**src/hdl/assert_macros.svh**
```systemverilog
// Assertion macros included by the cache unit RTL.
`ifndef ASSERT_MACROS_SVH
`define ASSERT_MACROS_SVH

// The property must hold at every rising edge of i_clk outside reset.
`define ASSERT_CLK(label, prop, msg) \
    label: assert property (@(posedge i_clk) disable iff (!i_rst_n) (prop)) \
        else $error(msg);

// The expression must never be true at a rising edge of i_clk outside reset.
`define ASSERT_NEVER(label, expr, msg) \
    label: assert property (@(posedge i_clk) disable iff (!i_rst_n) !(expr)) \
        else $error(msg);

`endif

```
**src/hdl/lrukv_pkg.sv**
```systemverilog
package lrukv_pkg;

    localparam int ENTRIES = 16;
    localparam int IDX_W   = $clog2(ENTRIES);
    localparam int CNT_W   = $clog2(ENTRIES + 1);
    localparam int DATA_W  = 32;

    localparam logic [CNT_W-1:0]  CAPACITY_RESET = CNT_W'(ENTRIES);
    localparam logic [DATA_W-1:0] MISS_VALUE     = '1;

    localparam logic KIND_GET = 1'b0;
    localparam logic KIND_PUT = 1'b1;

    typedef logic [DATA_W-1:0]              t_data;
    typedef logic [IDX_W-1:0]               t_idx;
    typedef logic [CNT_W-1:0]               t_cnt;
    typedef logic [ENTRIES-1:0][DATA_W-1:0] t_data_arr;
    typedef logic [ENTRIES-1:0][IDX_W-1:0]  t_rank_arr;

    typedef struct packed {
        logic hit;
        t_idx hit_idx;
        logic room;
        t_idx free_idx;
        t_idx victim_idx;
    } t_sel;

endpackage

```
**src/hdl/lrukv_sel.sv**
```systemverilog
module lrukv_sel (
    input  lrukv_pkg::t_data     i_key,
    input  lrukv_pkg::t_data_arr i_keys,
    input  logic [lrukv_pkg::ENTRIES-1:0] i_valid,
    input  lrukv_pkg::t_rank_arr i_rank,
    input  lrukv_pkg::t_cnt      i_filled,
    input  lrukv_pkg::t_cnt      i_capacity,
    output lrukv_pkg::t_sel      o_sel
);

    always_comb begin
        lrukv_pkg::t_cnt eff;
        lrukv_pkg::t_cnt last;
        o_sel = '0;
        eff   = i_capacity;
        if (eff == '0) begin
            eff = lrukv_pkg::t_cnt'(1);
        end else if (eff > lrukv_pkg::t_cnt'(lrukv_pkg::ENTRIES)) begin
            eff = lrukv_pkg::t_cnt'(lrukv_pkg::ENTRIES);
        end
        o_sel.room = (i_filled < eff);
        last       = i_filled - lrukv_pkg::t_cnt'(1);
        // Scan downward so that the lowest matching index wins.
        for (int i = lrukv_pkg::ENTRIES - 1; i >= 0; i--) begin
            if (i_valid[i] && (i_keys[i] == i_key)) begin
                o_sel.hit     = 1'b1;
                o_sel.hit_idx = lrukv_pkg::t_idx'(i);
            end
            if (!i_valid[i]) begin
                o_sel.free_idx = lrukv_pkg::t_idx'(i);
            end
            if (i_valid[i] && (i_rank[i] == last[lrukv_pkg::IDX_W-1:0])) begin
                o_sel.victim_idx = lrukv_pkg::t_idx'(i);
            end
        end
    end

endmodule

```
**src/hdl/lru_key_value_cache_unit.sv**
```systemverilog
// Channel   Handshake            Payload
// request   start / busy         i_kind, i_key, i_value
// result    o_done (strobe)      o_hit, o_read_value
// config    i_cfg_we             i_cfg_data (capacity)
//
// A request is registered when accepted and resolved in the next cycle, where a get's
// result is registered onto the outputs; one request per cycle while busy is low.
// The lookup, replacement choice and recency update run in that single stage.
// Reset is synchronous and active low; busy is high during reset and in the cycle after it.
// Results are strobed for exactly one cycle and cannot be held off; a put gives none.
`include "assert_macros.svh"

module lru_key_value_cache_unit (
    input  logic                        i_clk,
    input  logic                        i_rst_n,
    input  logic                        start,
    output logic                        busy,
    input  logic                        i_kind,
    input  logic signed [31:0]          i_key,
    input  logic signed [31:0]          i_value,
    output logic                        o_done,
    output logic                        o_hit,
    output logic signed [31:0]          o_read_value,
    input  logic                        i_cfg_we,
    input  logic [4:0]                  i_cfg_data
);

    logic                                r_busy;
    logic                                r_vld;
    logic                                r_kind;
    lrukv_pkg::t_data                    r_key;
    lrukv_pkg::t_data                    r_value;
    lrukv_pkg::t_cnt                     r_capacity;
    lrukv_pkg::t_data_arr                r_keys;
    lrukv_pkg::t_data_arr                r_values;
    logic [lrukv_pkg::ENTRIES-1:0]       r_valid;
    lrukv_pkg::t_rank_arr                r_rank;
    lrukv_pkg::t_cnt                     r_filled;

    logic [lrukv_pkg::ENTRIES-1:0]       n_valid;
    lrukv_pkg::t_rank_arr                n_rank;
    lrukv_pkg::t_cnt                     n_filled;
    logic                                wr_en;
    lrukv_pkg::t_idx                     wr_idx;
    lrukv_pkg::t_sel                     sel;

    assign busy = r_busy | !i_rst_n;

    lrukv_sel u_sel (
        .i_key      (r_key),
        .i_keys     (r_keys),
        .i_valid    (r_valid),
        .i_rank     (r_rank),
        .i_filled   (r_filled),
        .i_capacity (r_capacity),
        .o_sel      (sel)
    );

    always_comb begin
        lrukv_pkg::t_idx thr;
        logic            age_all;
        logic            touch;
        lrukv_pkg::t_idx slot;
        n_valid  = r_valid;
        n_rank   = r_rank;
        n_filled = r_filled;
        wr_en    = 1'b0;
        age_all  = 1'b0;
        touch    = 1'b0;
        slot     = sel.hit_idx;
        thr      = r_rank[sel.hit_idx];
        if (r_vld) begin
            if (sel.hit) begin
                touch = 1'b1;
                wr_en = (r_kind == lrukv_pkg::KIND_PUT);
            end else if (r_kind == lrukv_pkg::KIND_PUT) begin
                touch = 1'b1;
                wr_en = 1'b1;
                if (sel.room) begin
                    age_all  = 1'b1;
                    slot     = sel.free_idx;
                    n_filled = r_filled + lrukv_pkg::t_cnt'(1);
                end else begin
                    slot = sel.victim_idx;
                    thr  = r_rank[sel.victim_idx];
                end
            end
        end
        if (touch) begin
            for (int i = 0; i < lrukv_pkg::ENTRIES; i++) begin
                if (r_valid[i] && (age_all || (r_rank[i] < thr))) begin
                    n_rank[i] = r_rank[i] + lrukv_pkg::t_idx'(1);
                end
            end
            n_rank[slot]  = '0;
            n_valid[slot] = 1'b1;
        end
        wr_idx = slot;
    end

    always_ff @(posedge i_clk) begin
        if (!i_rst_n) begin
            r_busy     <= 1'b1;
            r_vld      <= 1'b0;
            r_capacity <= lrukv_pkg::CAPACITY_RESET;
            r_valid    <= '0;
            r_rank     <= '0;
            r_filled   <= '0;
            o_done     <= 1'b0;
        end else begin
            r_busy   <= 1'b0;
            r_vld    <= start && !busy;
            r_valid  <= n_valid;
            r_rank   <= n_rank;
            r_filled <= n_filled;
            o_done   <= r_vld && (r_kind == lrukv_pkg::KIND_GET);
            if (i_cfg_we) begin
                r_capacity <= i_cfg_data;
            end
        end
    end

    always_ff @(posedge i_clk) begin
        if (start && !busy) begin
            r_kind  <= i_kind;
            r_key   <= i_key;
            r_value <= i_value;
        end
        if (wr_en) begin
            r_keys[wr_idx]   <= r_key;
            r_values[wr_idx] <= r_value;
        end
        o_hit        <= sel.hit;
        o_read_value <= sel.hit ? r_values[sel.hit_idx] : lrukv_pkg::MISS_VALUE;
    end

    `ASSERT_CLK(a_done_from_get, o_done |-> $past(r_vld && (r_kind == lrukv_pkg::KIND_GET)), "result transfer without a get")
    `ASSERT_CLK(a_fill_matches_valid, $countones(r_valid) == int'(r_filled), "fill count differs from valid entries")
    `ASSERT_NEVER(a_fill_overflow, r_filled > lrukv_pkg::t_cnt'(lrukv_pkg::ENTRIES), "fill count above entry count")
    `ASSERT_CLK(a_put_keeps_hit, (r_vld && sel.hit) |=> (r_valid == $past(r_valid)), "hit changed the valid entries")

endmodule
```
**config.mk**
```make
export PLATFORM = sky130hd
export DESIGN_NAME = lru_key_value_cache_unit
export DESIGN_NICKNAME = d
export VERILOG_FILES = /design/src/hdl/lrukv_pkg.sv /design/src/hdl/lrukv_sel.sv /design/src/hdl/lru_key_value_cache_unit.sv
export VERILOG_INCLUDE_DIRS = /design/src /design/src/hdl
export SDC_FILE = /design/constraint.sdc
export NUM_CORES = 2
export LEC_CHECK = 0
export BUFFER_PORTS_ARGS = -buffer_cell sky130_fd_sc_hd__buf_2
export CAP_MARGIN = 10
export CORE_MARGIN = 3
export CORE_UTILIZATION = 60
export DETAILED_ROUTE_END_ITERATION = 8
export GPL_ROUTABILITY_DRIVEN = 0
export GPL_TIMING_DRIVEN = 0
export PLACE_DENSITY = 0.88
export SLEW_MARGIN = 20
export SYNTH_ARGS = -nofsm -noshare
export SYNTH_HDL_FRONTEND = slang
export SYNTH_SLANG_ARGS = --single-unit
```
**constraint.sdc**
```tcl
create_clock -name i_clk -period 9.6 [get_ports i_clk]
set_input_delay 2.4 -clock i_clk [delete_from_list [all_inputs] [get_ports i_clk]]
set_output_delay 2.4 -clock i_clk [all_outputs]
set_load 0.1 [all_outputs]
```
## Word level (Yosys, flattened, before mapping)

Cells that the tools add are included.

- Register bits after elaboration: 1215
- Bits in latches: 0
- Bits in writable memories: 0
- Memory bits (read-only): 0
- Output and inout bits: 35
- Logic and storage cells: 322
- Memories: 0

- $add $sub $neg: 18
- Multiply operators: 0
- Div/mod/pow operators: 0
- $lt $le $gt $ge: 22
- Eq/ne operators: 32
- Shift operators: 0
- Multiplexer cells: 114
- Bitwise operators: 6
- Reduce and logical (&&, ||, !) cells: 71

Operators with widths:

| operator | number |
|---|---|
| $bwmux 512 | 2 |
| $eq 32x32->1 | 16 |
| $mux 4 | 75 |
| $bmux 32 s4 | 1 |
| $demux 32 s4 | 1 |
| $mux 5 | 18 |
| $add 4x1->4 const B | 16 |
| $and 64x64->64 | 1 |
| $eq 4x4->1 | 16 |
| $lt 4x4->1 | 16 |
| $mux 32 | 2 |
| $not 64->64 | 1 |
| $logic_and 1x1->1 | 51 |
| $bmux 4 s4 | 2 |
| $demux 4 s4 | 1 |
| $logic_or 1x1->1 | 16 |
| $or 16x16->16 | 1 |
| $lt 4x5->1 const B | 3 |
| $mux 1 | 11 |
| $add 5x1->5 const B | 1 |
| $gt 5x5->1 const B | 1 |
| $logic_not 5->1 | 1 |
| $lt 5x5->1 | 1 |
| $demux 1 s4 | 1 |
| other kinds (6) | 8 |

## Longest topological paths before layout

- Depth in word-level cells: 31
- Gate-level depth with buffers: 28

## By module

From an unflattened synthesis, not the netlist that was laid out.

- Cells, all modules: 3179
- Area total of the unflattened synthesis: 52226.3 µm²

Modules (own cells, without submodules):

| module | times used | cells each | area each (µm²) | sequential area each (µm²) |
|---|---|---|---|---|
| lru_key_value_cache_unit | 1 | 2202 | 44677.8 | 35223.8 |
| lrukv_sel | 1 | 977 | 7548.5 | 0.0 |

## Least setup slack after synthesis

OpenSTA, ideal clock, no wires.

- Path kind: register to register
- Start: reg r_key[16]
- End: reg r_keys[416] (netlist name) (enable)
- Setup time: 486 ps
- Data arrival time: 6325 ps
- Slack: 2788 ps
- Cell stages (with the launch flop): 14
- Path buffers: 3
- Period minus slack after synthesis: 6812 ps
- Cell sequence: edfxtp_1 > clkbuf_1 > buf_2 > xor2_1 > nor4_1 > nand4_1 > or4_1 > nor2b_1 > a2111oi_4 > o22ai_1 > a211o_1 > or2_2 > buf_2 > nor2_1

- Longest elaborated chain between the ends: 20
- Elaborated cells on any way between the ends: 50

Ends and longest elaborated chain:

| what | RTL line | text |
|---|---|---|
| start, declared | lru_key_value_cache_unit.sv:31 | `lrukv_pkg::t_data r_key;` |
| start signal, assigned | lru_key_value_cache_unit.sv:126 | `r_key <= i_key;` |
| $eq 32x32->1 | lrukv_sel.sv:25 | `if (i_valid[i] && (i_keys[i] == i_key)) begin` |
| $logic_and 1x1->1 | lrukv_sel.sv:25 |  |
| $mux 5 (15 in a row) | lrukv_sel.sv:25 |  |
| $mux 5 * | lrukv_sel.sv:25 |  |
| $mux 1 * | lru_key_value_cache_unit.sv:73 | `if (sel.hit) begin` |
| $mux 1 * | lru_key_value_cache_unit.sv:72 | `if (r_vld) begin` |
| end signal, assigned by index | lru_key_value_cache_unit.sv:130 | `r_keys[wr_idx] <= r_key;` |
| end, declared | lru_key_value_cache_unit.sv:34 | `lrukv_pkg::t_data_arr r_keys;` |

Every way passes the cells marked *; elsewhere a longest branch is shown, timed or not.
A chain may end at the register's enable or synchronous reset.

## Worst setup path after layout

- Start: reg r_key[28]
- End: reg r_rank[58] (netlist name)

- Longest elaborated chain between the ends: 30
- Elaborated cells on any way between the ends: 73

Ends and longest elaborated chain:

| what | RTL line | text |
|---|---|---|
| $eq 32x32->1 | lrukv_sel.sv:25 |  |
| $logic_and 1x1->1 | lrukv_sel.sv:25 |  |
| $mux 5 (15 in a row) | lrukv_sel.sv:25 |  |
| $mux 5 * | lrukv_sel.sv:25 |  |
| $bmux 4 s4 | lru_key_value_cache_unit.sv:71 | `thr = r_rank[sel.hit_idx];` |
| $mux 4 (implied by the code) | lru_key_value_cache_unit.sv:71 |  |
| $mux 4 | lru_key_value_cache_unit.sv:79 | `if (sel.room) begin` |
| $mux 4 | lru_key_value_cache_unit.sv:76 | `end else if (r_kind == lrukv_pkg::KIND_PUT) begin` |
| $mux 4 | lru_key_value_cache_unit.sv:73 |  |
| $mux 4 | lru_key_value_cache_unit.sv:72 |  |
| $lt 4x4->1 | lru_key_value_cache_unit.sv:91 | `if (r_valid[i] && (age_all \|\| (r_rank[i] < thr))) begin` |
| $logic_or 1x1->1 | lru_key_value_cache_unit.sv:91 |  |
| $logic_and 1x1->1 | lru_key_value_cache_unit.sv:91 |  |
| $mux 4 | lru_key_value_cache_unit.sv:91 |  |
| $mux 4 | lru_key_value_cache_unit.sv:89 | `if (touch) begin` |
| $and 64x64->64 (no source line) | n/a |  |
| end signal, assigned | lru_key_value_cache_unit.sv:114 | `r_rank <= n_rank;` |
| end, declared | lru_key_value_cache_unit.sv:37 | `lrukv_pkg::t_rank_arr r_rank;` |

Every way passes the cells marked *; elsewhere a longest branch is shown, timed or not. The select of a mux whose other input is x is not followed.

==> metrics.csv <==
metric,value,unit
avgViaCountPerCell,7.27,
core_area,90100,sq um
postCtsHoldBufs,0,
sw_frac_of_total,21.3,%
finalNetCount,4454,
p_leak,20.5,nW
postRouteAntennaNets,0,
ys_seq_area_share,64.5,%
post-route-util,69.0,%
ys_warn_count,0,
dp_hpwl,111000,um
ios,109,
netlist-cell-type-count,82,
stdcell_count,5592,
critPathLaunchType,flip-flop,
tightest_slew,1.40,ns
area_delta_synth_final,13.9,%
post_drt_wl_per_cell,32.2,um
fin_crit,9.70,ns
netlist_area,54600,sq um
finalMaxSlewViolations,0,
post-route-period-util,101,%
critPathMaxFanout,17,
antenna_found_initial,7,
avgSynthCellArea,13.6,sq um
synth_top_cell_by_area,edfxtp_1,
start_util,60.6,%
p_sw,2.29,mW
dieArea,94700,sq um
setup_viol,5,
clk_path_buf_depth,3,
drt-initial-drc-count,8234,
htreeDepth,3,
overflow,0,
worstHoldPathType,flip-flop to flip-flop,
maxCapViolations,0,
peakVddDrop,0.000178,V
async_flop_share,0,%
drive_above_1_share,12.0,%
crit_path_frequent_cell,a21oi_1,
drt_wl_total,180000,um
final_hold_viol_count,0,
syn_nets,4161,
grt_pass1_vias,39700,
power_frac_seq,53.8,%
die_width,308,um
clock_latency,0.73,ns
rsz0062_at_grt,no,
port_buffers,107,
outcome,finished with violations,
internal-power,8.44,mW
grt_first_pass_wirelength,258000,um
dieHeight,308,um
ys_ff_latch,1215,
required,10.25,ns
timing.setup.tns,-0.170,ns
max_stage_delay,1.29,ns
whs,0.510,ns
finalWorstSetupSlack,-0.101,ns
critical_path_class,flip-flop to flip-flop,
violations,"design-rule violations, negative setup slack",
cts_buffers,114,
synthCells,4017,
fin_skew,0.0341,ns
rows,110,
clockPowerShare,43.9,%
cp_top_family,buffers and inverters,
drcViolationCount,12,
clockRootBuffer,clkbuf_16,
globalRouteTotalUtil,37.3,%
grt_max_degree,31,
vias,40700,
cts_tree,done,
dr.pass1.iters,9,
ys_top_cells_by_area,"edfxtp_1, xor2_1, dfxtp_1, mux2i_1, nor4_1",
cp_data_arrival_time,10.35,ns
dp.cells,5357,
cp_slowest_cell,edfxtp_1,
slew_headroom,6.74,%
end_kind,flip-flop,
clk_pin_slew,0.07,ns
path_buf_inv,5,
p_per_area,172,nW/um^2
combPwrFrac,2.3,%
synth_flop_cell,edfxtp_1,
synth_edf_count,1089,
synth_top_cell_area_share,59.9,%
clock_sinks,1215,
path_cells,buf_2 -> buf_2 -> xor2_1 -> nor4b_1 -> nand4_1 -> nor4_2 -> nor4_1 -> o21ai_0 -> and2_1 -> clkbuf_1 -> clkbuf_1 -> buf_1 -> a211oi_1 -> a21oi_1 -> a21oi_1 -> a21oi_4 -> ha_1 -> o21a_1 -> o21ai_0 -> nand3_1 -> nand2_1 -> a41oi_2 -> or3_1 -> a21oi_1,
fmaxAchievable,0.103,GHz
tightest hold or removal path: stages, from the launching register on:
cell	delay, ns
dfxtp_1	0.33
mux2i_1	0.07
nor2_1	0.08
power groups by stage:
stage | Combinational, mW | Sequential [mW] | Clock, mW
final | 0.249 | 5.78 | 4.71
after global routing | 0.252 | 5.77 | 4.87
after CTS | 0.220 | 5.78 | 4.65
after detailed placement | 0.214 | 5.89 | 0
after global placement | 0.192 | 5.90 | 0
after floorplan | 0.122 | 5.87 | 0
cells by family (layout without fill, tap and decap cells):
kind of cell	count (synthesis)	count (layout)	synth area share, %
AO/OA/AOI/OAI	559	559	7.09
other	0	8	0
buffers and inverters	258	649	2.01
XOR/XNOR	596	596	10.1
flip-flops	1215	1215	64.5
adder cells (fa/ha/maj)	70	70	1.60
multiplexers	195	195	3.70
AND/OR/NAND/NOR	1124	1124	11.0
placed cells by master (no fill, tap or decap), types with 118 or more instances in the layout:
cell type / synthesis / routed
nand2_1: 301 / 301
edfxtp_1: 1089 / 1089
nor4_1: 199 / 196
xnor2_1: 118 / 118
dfxtp_1: 126 / 126
a211oi_1: 146 / 146
clkbuf_1: 119 / 136
mux2i_1: 158 / 156
xor2_1: 455 / 455
buf_2: 79 / 186
Yosys cell counts (all sizes together), types with 11 or more instances:
library cell,instances
inv,42
dfxtp,126
o211ai,74
clkbuf,119
xnor3,19
nand2b,15
o21a,38
a21oi,114
a211oi,151
or3,30
edfxtp,1089
and2,83
nor2,121
xnor2,118
xor2,456
mux2,35
nor4b,11
nor3,64
nand2,301
o21ai,97
nand4,74
nor4,199
ha,70
nand4b,22
nand3,83
a31oi,13
mux2i,158
buf,97
or4,18
and3,50
per-stage QoR:
stage | setup slack, ns | total power, mW | area (sq um)
final | -0.101 | 10.7 | 62200
after CTS | 0.226 | 10.7 | 62000
after floorplan | 2.79 | 5.99 | 54600
after global placement | -2.14 | 6.09 | 56600
after global routing | 0.156 | 10.9 | 62200
after detailed placement | 0.430 | 6.11 | 58100
flip-flops by register name (all words and copies together), names as in the netlist:
name	flops
r_keys	512
r_values	512
r_rank	64
o_read_value	32
r_key	32
r_value	32
r_valid	16
r_capacity	5
r_filled	5
o_done	1
o_hit	1
r_busy	1
r_kind	1
r_vld	1
worst paths after layout:
check / end / depth (start not counted) / slack, ns / from
min reg2reg: r_capacity[0] / 2 / 0.51 / r_capacity[0]
max: r_rank[58] / 24 / -0.10 / r_key[28]
max reg2reg: r_rank[58] / 24 / -0.10 / r_key[28]
min: r_capacity[0] / 2 / 0.51 / r_capacity[0]
area by class of cell:
type | instances | area, sq um
timing repair buffer | 177 | 2080
sequential | 1215 | 35200
tap | 1176 | 1470
inverter | 42 | 158
multi-input combinational | 2544 | 18500
antenna | 8 | 20.0
fill | 5266 | 27900
clock inverter | 73 | 793
clock buffer | 141 | 3040
buffer | 216 | 947
timing repair:
item / 4_1_cts / 5_1_grt
buffers inserted: 0 / 3
resized for setup: 0 / 4
endpoints found under the setup margin: 0 / 20
routing by layer:
layer  track usage [%]  wire length [um]  vias to the layer above
met4              27.2             16000                       10
met5                 0               103                        -
met2              53.4             75500                     4469
li1                  -                 -                    15800
met3              14.9             31400                     1235
met1              46.1             57000                    19100
(Power assumes the default switching activity.)
